<file path="src/rtl/core/tnd_pkg.sv">
// Telnet protocol codes and register indexes for the command deframer.
// No dependencies; imported by the top level and by its checker.
`timescale 1ns / 1ps

package tnd_pkg;

    localparam logic [7:0] TN_IAC  = 8'hff;
    localparam logic [7:0] TN_DONT = 8'hfe;
    localparam logic [7:0] TN_DO   = 8'hfd;
    localparam logic [7:0] TN_WONT = 8'hfc;
    localparam logic [7:0] TN_WILL = 8'hfb;
    localparam logic [7:0] TN_SB   = 8'hfa;
    localparam logic [7:0] TN_SE   = 8'hf0;

    localparam logic [7:0] OPTION_ECHO    = 8'd1;
    localparam logic [7:0] OPTION_SGA     = 8'd3;
    localparam logic [7:0] OPTION_WINSIZE = 8'd31;

    localparam logic CFG_COLUMNS = 1'b0;
    localparam logic CFG_ROWS    = 1'b1;

    localparam logic [15:0] COLUMNS_RESET = 16'd80;
    localparam logic [15:0] ROWS_RESET    = 16'd24;
    localparam logic [15:0] COLUMNS_MIN   = 16'd8;
    localparam logic [15:0] ROWS_MIN      = 16'd1;

    // Kind of output run held in the result register.
    typedef logic [1:0] t_kind;
    localparam t_kind K_DATA  = 2'd0;
    localparam t_kind K_REPLY = 2'd1;
    localparam t_kind K_NAWS  = 2'd2;

endpackage

</file>
<file path="src/rtl/core/telnet_command_deframer_negotiator.sv">
// Telnet receive deframer and option negotiator: parses IAC sequences and
// sequences the terminal data bytes and negotiation replies.
// Depends on tnd_pkg.
// Latency: the first result beat is offered in the cycle after its byte is accepted.
// Throughput: a data byte gives one beat, an ordinary reply three and a DO NAWS reply
// 12 to 16, one beat per cycle from the output sequencer while the sink is ready.
// Bytes that give no result load no run. The next byte is taken as the last beat goes.
// Reset (synchronous, active low) returns the parser to the data state, drops
// any run in progress and restores the window geometry to 80 by 24.
`timescale 1ns / 1ps

module telnet_command_deframer_negotiator
    import tnd_pkg::*;
(
    input  logic        i_clk,
    input  logic        i_rst_n,
    input  logic        i_cfg_we,
    input  logic        i_cfg_addr,
    input  logic [15:0] i_cfg_wdata,
    input  logic        s_axis_tvalid,
    output logic        s_axis_tready,
    input  logic [7:0]  s_axis_tdata,   // [7:0] rx_byte
    input  logic        s_axis_tuser,   // [0] peer_closed
    output logic        m_axis_tvalid,
    input  logic        m_axis_tready,
    output logic [7:0]  m_axis_tdata,   // [7:0] out_byte
    output logic        m_axis_tuser,   // [0] destination
    output logic        m_axis_tlast
);

    localparam logic [2:0] PS_DATA  = 3'd0;
    localparam logic [2:0] PS_IAC   = 3'd1;
    localparam logic [2:0] PS_NEG   = 3'd2;
    localparam logic [2:0] PS_SB    = 3'd3;
    localparam logic [2:0] PS_SBIAC = 3'd4;

    localparam logic [3:0] STEP_REPLY_LAST = 4'd2;
    localparam logic [3:0] STEP_COLS_HI    = 4'd6;
    localparam logic [3:0] STEP_COLS_LO    = 4'd7;
    localparam logic [3:0] STEP_ROWS_HI    = 4'd8;
    localparam logic [3:0] STEP_ROWS_LO    = 4'd9;
    localparam logic [3:0] STEP_NAWS_LAST  = 4'd11;

    logic [15:0] r_cols;
    logic [15:0] r_rows;
    logic [2:0]  r_state, n_state;
    logic [7:0]  r_pend,  n_pend;
    logic        r_sbopt, n_sbopt;

    logic        r_job_valid;
    t_kind       r_kind,  n_kind;
    logic [7:0]  r_cmd,   n_cmd;
    logic [7:0]  r_opt,   n_opt;
    logic [3:0]  r_step;
    logic        r_dup;

    logic        w_load;
    logic        w_in_acc;
    logic        w_out_acc;
    logic        w_last;
    logic        w_need_dup;
    logic [7:0]  w_byte;
    logic [15:0] w_cols;
    logic [15:0] w_rows;
    logic [7:0]  c;
    logic        closed;

    assign c      = s_axis_tdata;
    assign closed = s_axis_tuser;

    assign w_cols = (r_cols < COLUMNS_MIN) ? COLUMNS_MIN : r_cols;
    assign w_rows = (r_rows < ROWS_MIN) ? ROWS_MIN : r_rows;

    // Output sequencer: the run is selected by kind and step.
    always_comb begin
        w_byte     = TN_IAC;
        w_last     = 1'b0;
        w_need_dup = 1'b0;
        case (r_kind)
            K_DATA: begin
                w_byte = r_opt;
                w_last = 1'b1;
            end
            K_REPLY, K_NAWS: begin
                case (r_step)
                    4'd0:         w_byte = TN_IAC;
                    4'd1:         w_byte = r_cmd;
                    4'd2:         w_byte = r_opt;
                    4'd3:         w_byte = TN_IAC;
                    4'd4:         w_byte = TN_SB;
                    4'd5:         w_byte = OPTION_WINSIZE;
                    STEP_COLS_HI: w_byte = w_cols[15:8];
                    STEP_COLS_LO: w_byte = w_cols[7:0];
                    STEP_ROWS_HI: w_byte = w_rows[15:8];
                    STEP_ROWS_LO: w_byte = w_rows[7:0];
                    4'd10:        w_byte = TN_IAC;
                    4'd11:        w_byte = TN_SE;
                    default:      w_byte = TN_IAC;
                endcase
                if (r_kind == K_REPLY) begin
                    w_last = (r_step == STEP_REPLY_LAST);
                end else begin
                    w_last = (r_step == STEP_NAWS_LAST);
                    // A size byte of 0xFF is sent twice.
                    w_need_dup = (r_step >= STEP_COLS_HI) && (r_step <= STEP_ROWS_LO)
                                 && (w_byte == TN_IAC) && !r_dup;
                end
            end
            default: begin
                w_byte = TN_IAC;
                w_last = 1'b1;
            end
        endcase
    end

    assign m_axis_tvalid = r_job_valid;
    assign m_axis_tdata  = w_byte;
    assign m_axis_tuser  = (r_kind != K_DATA);
    assign m_axis_tlast  = w_last;

    assign w_out_acc     = m_axis_tvalid && m_axis_tready;
    assign s_axis_tready = !r_job_valid || (w_out_acc && w_last);
    assign w_in_acc      = s_axis_tvalid && s_axis_tready;

    // Parser: next state and the run to be loaded for the accepted byte.
    always_comb begin
        n_state = r_state;
        n_pend  = r_pend;
        n_sbopt = r_sbopt;
        w_load  = 1'b0;
        n_kind  = K_DATA;
        n_cmd   = TN_WONT;
        n_opt   = c;
        unique case (r_state)
            PS_IAC: begin
                if (c == TN_IAC) begin
                    n_state = PS_DATA;
                end else if (c inside {TN_WILL, TN_WONT, TN_DO, TN_DONT}) begin
                    n_pend  = c;
                    n_state = PS_NEG;
                end else if (c == TN_SB) begin
                    n_sbopt = 1'b0;
                    n_state = PS_SB;
                end else begin
                    n_state = PS_DATA;
                end
            end
            PS_NEG: begin
                n_state = PS_DATA;
                n_kind  = K_REPLY;
                if (r_pend == TN_WILL) begin
                    w_load = !closed;
                    n_cmd  = (c == OPTION_ECHO || c == OPTION_SGA) ? TN_DO : TN_DONT;
                end else if (r_pend == TN_DO) begin
                    w_load = !closed;
                    if (c == OPTION_SGA) begin
                        n_cmd = TN_WILL;
                    end else if (c == OPTION_WINSIZE) begin
                        n_cmd  = TN_WILL;
                        n_kind = K_NAWS;
                    end else begin
                        n_cmd = TN_WONT;
                    end
                end
            end
            PS_SB: begin
                if (!r_sbopt) begin
                    n_sbopt = 1'b1;
                end else if (c == TN_IAC) begin
                    n_state = PS_SBIAC;
                end
            end
            PS_SBIAC: begin
                if (c == TN_SE) begin
                    n_state = PS_DATA;
                    n_sbopt = 1'b0;
                end else begin
                    n_state = PS_SB;
                end
            end
            default: begin
                if (c == TN_IAC) begin
                    n_state = PS_IAC;
                end else begin
                    n_state = PS_DATA;
                    w_load  = 1'b1;
                end
            end
        endcase
    end

    always_ff @(posedge i_clk) begin
        if (!i_rst_n) begin
            r_cols <= COLUMNS_RESET;
            r_rows <= ROWS_RESET;
        end else if (i_cfg_we) begin
            unique case (i_cfg_addr)
                CFG_COLUMNS: r_cols <= i_cfg_wdata;
                CFG_ROWS:    r_rows <= i_cfg_wdata;
                default:     r_cols <= r_cols;
            endcase
        end
    end

    always_ff @(posedge i_clk) begin
        if (!i_rst_n) begin
            r_state <= PS_DATA;
            r_pend  <= 8'd0;
            r_sbopt <= 1'b0;
        end else if (w_in_acc) begin
            r_state <= n_state;
            r_pend  <= n_pend;
            r_sbopt <= n_sbopt;
        end
    end

    always_ff @(posedge i_clk) begin
        if (!i_rst_n) begin
            r_job_valid <= 1'b0;
            r_step      <= 4'd0;
            r_dup       <= 1'b0;
        end else if (w_in_acc && w_load) begin
            r_job_valid <= 1'b1;
            r_step      <= 4'd0;
            r_dup       <= 1'b0;
        end else if (w_out_acc) begin
            if (w_last) begin
                r_job_valid <= 1'b0;
            end else if (w_need_dup) begin
                r_dup <= 1'b1;
            end else begin
                r_step <= r_step + 4'd1;
                r_dup  <= 1'b0;
            end
        end
    end

    always_ff @(posedge i_clk) begin
        if (w_in_acc && w_load) begin
            r_kind <= n_kind;
            r_cmd  <= n_cmd;
            r_opt  <= n_opt;
        end
    end

endmodule

</file>
<file path="config.mk">
export PLATFORM = sky130hd
export DESIGN_NAME = telnet_command_deframer_negotiator
export DESIGN_NICKNAME = d
export VERILOG_FILES = /design/src/rtl/core/tnd_pkg.sv /design/src/rtl/core/telnet_command_deframer_negotiator.sv
export SDC_FILE = /design/constraint.sdc
export NUM_CORES = 1
export LEC_CHECK = 0
export BUFFER_PORTS_ARGS = -buffer_cell sky130_fd_sc_hd__buf_4
export CAP_MARGIN = 20
export CORE_MARGIN = 4
export CORE_UTILIZATION = 40
export DETAILED_ROUTE_END_ITERATION = 8
export PLACE_DENSITY = 0.64
export REMOVE_ABC_BUFFERS = 1
export SYNTH_ARGS = -nofsm -noshare
export SYNTH_HDL_FRONTEND = slang
export SYNTH_SLANG_ARGS = --single-unit
</file>
<file path="constraint.sdc">
create_clock -name i_clk -period 3.05 [get_ports i_clk]
set_clock_uncertainty 0.15 [all_clocks]
set_input_delay 0.305 -clock i_clk [delete_from_list [all_inputs] [get_ports i_clk]]
set_output_delay 0.305 -clock i_clk [all_outputs]
set_load 0.005 [all_outputs]
</file>
==> impl_metrics.env <==
export IMPL_holdPathStages=1
export IMPL_fp_dieW_um=103
export IMPL_post_synth_top_count_cell="nand2_1"
export IMPL_synth_async_reset_ratio=0
export IMPL_worst_ep_required_time_ns=2.59
export IMPL_fmaxAchievable_mhz=346
export IMPL_power_per_standard_cell_area_nw_per_um2=491
export IMPL_tightestPinTransition_ns=0.802
export IMPL_routed_via_density=5.49
export IMPL_yosys_cell_types_count=69
export IMPL_postLayoutSetupSlackWorst_ns=0.162
export IMPL_grt_start_max_net_pins=47
export IMPL_crit_path_cell_trace="inv_1 > ha_4 > a221oi_1 > a211oi_1 > a311o_1 > a221o_1 > buf_4"
export IMPL_antenna_cells_inserted=0
export IMPL_layout_area_seq_um2=1390
export IMPL_multi_input_area_um2=1980
export IMPL_final_stage_net_count=480
export IMPL_numCtsBuffers=9
export IMPL_die_area_um2=10500
export IMPL_timing_hold_worst_start="s_axis_tdata[3]"
export IMPL_post_synth_inst_count=410
export IMPL_placement_io_buffers=42
export IMPL_final_antenna_net_count=0
export IMPL_fin_area_um2=4180
export IMPL_clockBufferDepth=2
export IMPL_max_vdd_ir_drop_mv=0.182
export IMPL_post_route_period_util=0.947
export IMPL_tritoncts="yes"
export IMPL_dr_first_iter_drc_count=230
export IMPL_reg_to_reg_start="r_step[2]"
export IMPL_synth_cell_area_um2=3580
export IMPL_critical_path_max_stage_delay_ns=0.45
export IMPL_report_final_hold_viol_count=0
export IMPL_starting_utilization_of_the_core_area=0.410
export IMPL_drt_pre_antenna_iters=4
export IMPL_via_count=3045
export IMPL_final_core_utilization=0.479
export IMPL_endpoint_kind="output port"
export IMPL_post_drt_wl_per_cell_um=16.0
export IMPL_grt_antenna_before_repair=0
export IMPL_placed_cell_area_um2=3870
export IMPL_residual_drc_count=0
export IMPL_logic_depth_of_the_worst_register_to_register_path=6
export IMPL_post_layout_total_power_mw=2.05
export IMPL_track_usage=0.175
export IMPL_cts_root_buffer_cell="clkbuf_8"
export IMPL_dp_final_hpwl_mm=6.41
export IMPL_cts_num_sinks=63
export IMPL_synth_area_per_cell_um2=8.73
export IMPL_crit_path_max_fanout=18
export IMPL_cap_viol_max_count=0
export IMPL_worst_endpoint_arrival_ns=2.43
export IMPL_setup_viol=0
export IMPL_setup_reg_to_reg_worst_slack_ns=0.42
export IMPL_timing_hold_worst_class="in -> reg"
export IMPL_startpoint_type="register"
export IMPL_relSlewSlack=0.465
export IMPL_yosysSeqAreaShare=0.389
export IMPL_synthToLayoutAreaGrowth_pct=16.7
export IMPL_timing_setup_tns_ns=0
export IMPL_grt_pass1_wl_mm=14.4
export IMPL_prevailing_post_synth_register_cell="dfxtp_1"
export IMPL_fin_crit_ns=2.89
export IMPL_htree_num_levels=3
export IMPL_first_global_vias=2959
export IMPL_worstSetupPathType="reg -> out"
export IMPL_post_place_ws_ns=0.307
export IMPL_postRouteWirelength_mm=8.88
export IMPL_n_fill_cell=830
export IMPL_ios=43
export IMPL_gp_congestion=0.900
export IMPL_synthDominantAreaCellType="dfxtp_1"
export IMPL_std_cell_rows=34
export IMPL_die_h_um=103
export IMPL_r2r_end="r_step[1]"
export IMPL_status="complete, no violations"
export IMPL_synth_ff_latch_count=63
export IMPL_cpMaxStageDelayCell="dfxtp_1"
export IMPL_netlist_top_cells_area="dfxtp_1, edfxtp_1, nand2_1"
export IMPL_final_layout_size_suffix_gt1_frac=0.197
export IMPL_grt_ovfl_total=0
export IMPL_worstSkewPairLatency_ns=0.34
export IMPL_power_leakage_nw=1.48
export IMPL_path_clk_slew_ns=0.08
export IMPL_timing_final_max_slew_violations=0
export IMPL_synth_edf_count=13
export IMPL_cts_setup_buffers=0
export IMPL_synth_top_cell_area_share=0.280
export IMPL_core_area_um2=8720
export IMPL_min_to="r_opt[3]"
export IMPL_yosysWarnings=0
export IMPL_synth_top_cells_by_count="nand2_1, dfxtp_1, a21boi_0"
report_power, final:
part / switching (mW) / internal, mW / total [mW]
Sequential: 0.0343 / 0.893 / 0.927
Combinational: 0.154 / 0.135 / 0.289
Clock: 0.330 / 0.504 / 0.834
Total: 0.519 / 1.53 / 2.05
state kept, by name, summed over array words and instances (netlist names):
name and cells:
m_axis_tvalid 1, r_cols 16, r_pend 8, r_opt 8, r_sbopt 1, r_kind 2, r_dup 1, r_cmd 3
r_state 3, r_rows 16, r_step 4
placed cells by master, fill, tap and decap left out, types with 4 or more instances in the layout:
cell and instances:
a211oi_1 6, a21boi_0 28, a21oi_1 14, a221o_1 6, a22oi_1 8, a31oi_1 4, buf_4 47, clkbuf_8 9
dfxtp_1 49, edfxtp_1 13, inv_1 14, mux2i_1 8, nand2_1 85, nand2b_1 9, nand3_1 10, nand3b_1 4
nor2_1 14, nor2b_1 7, nor3_1 7, nor4_1 6, o21a_1 7, o21ai_0 16, o21ai_1 4
worst max-delay path, delay by kind of cell (launching register included):
family                     cells  cell delay, ns
AOI/OAI and AO/OA              4            1.06
adders and majority gates      1            0.27
buffers and inverters          2            0.31
DFF                            1            0.45
per-stage QoR:
| stage | cells | hold slack, ns |
|---|---|---|
| floorplan | 381 | 0.227 |
| global placement | 536 | 0.290 |
| detailed placement | 536 | 0.295 |
| CTS | 555 | 0.0186 |
| global route | 555 | 0.0152 |
| finish | 555 | 0.0308 |
timing repair:
action	4_1_cts	5_1_grt
endpoints found under the hold margin	3	0
pin swaps	0	0
hold buffers	3	0
resized for setup	2	6
endpoints found under the setup margin	1	2
routing by layer:
layer / global-route usage / wire length, um / vias to the layer above / part of all wire
li1: - / - / 1533 / -
met1: 0.225 / 4110 / 1447 / 0.46
met2: 0.280 / 4330 / 52 / 0.49
met3: 0.0474 / 268 / 13 / 0.030
met4: 0.0696 / 171 / 0 / 0.019
met5: 0 / 0 / - / 0
final cells by class:
cell class                 instances  share of cell area
sequential                        63               0.333
clock buffer                      10              0.0357
inverter                          14              0.0126
tap                              108              0.0324
clock inverter                     6              0.0195
multi-input combinational        304               0.475
timing repair buffer              50              0.0917
how the worst max path moves through the flow:
stage / from / endpoint / depth (start not counted)
after floorplan: r_step[0] / r_step[2] / 9
after global placement: r_step[1] / m_axis_tdata[1] / 8
after detailed placement: r_step[0] / m_axis_tdata[1] / 8
after CTS: r_step[0] / m_axis_tdata[1] / 8
after global routing: r_step[0] / m_axis_tdata[1] / 7
final: r_step[0] / m_axis_tdata[1] / 7
cells by family after synthesis:
| kind of cell | Yosys count | share of synthesized area |
|---|---|---|
| AND/OR/NAND/NOR | 164 | 0.231 |
| AO/OA/AOI/OAI | 122 | 0.257 |
| flip-flops | 63 | 0.389 |
| buffers and inverters | 43 | 0.0685 |
| multiplexers | 8 | 0.0224 |
| adder cells (fa/ha/maj) | 7 | 0.0245 |
| XOR/XNOR | 3 | 0.00734 |
Note: power is estimated with default switching activity, not from simulation.
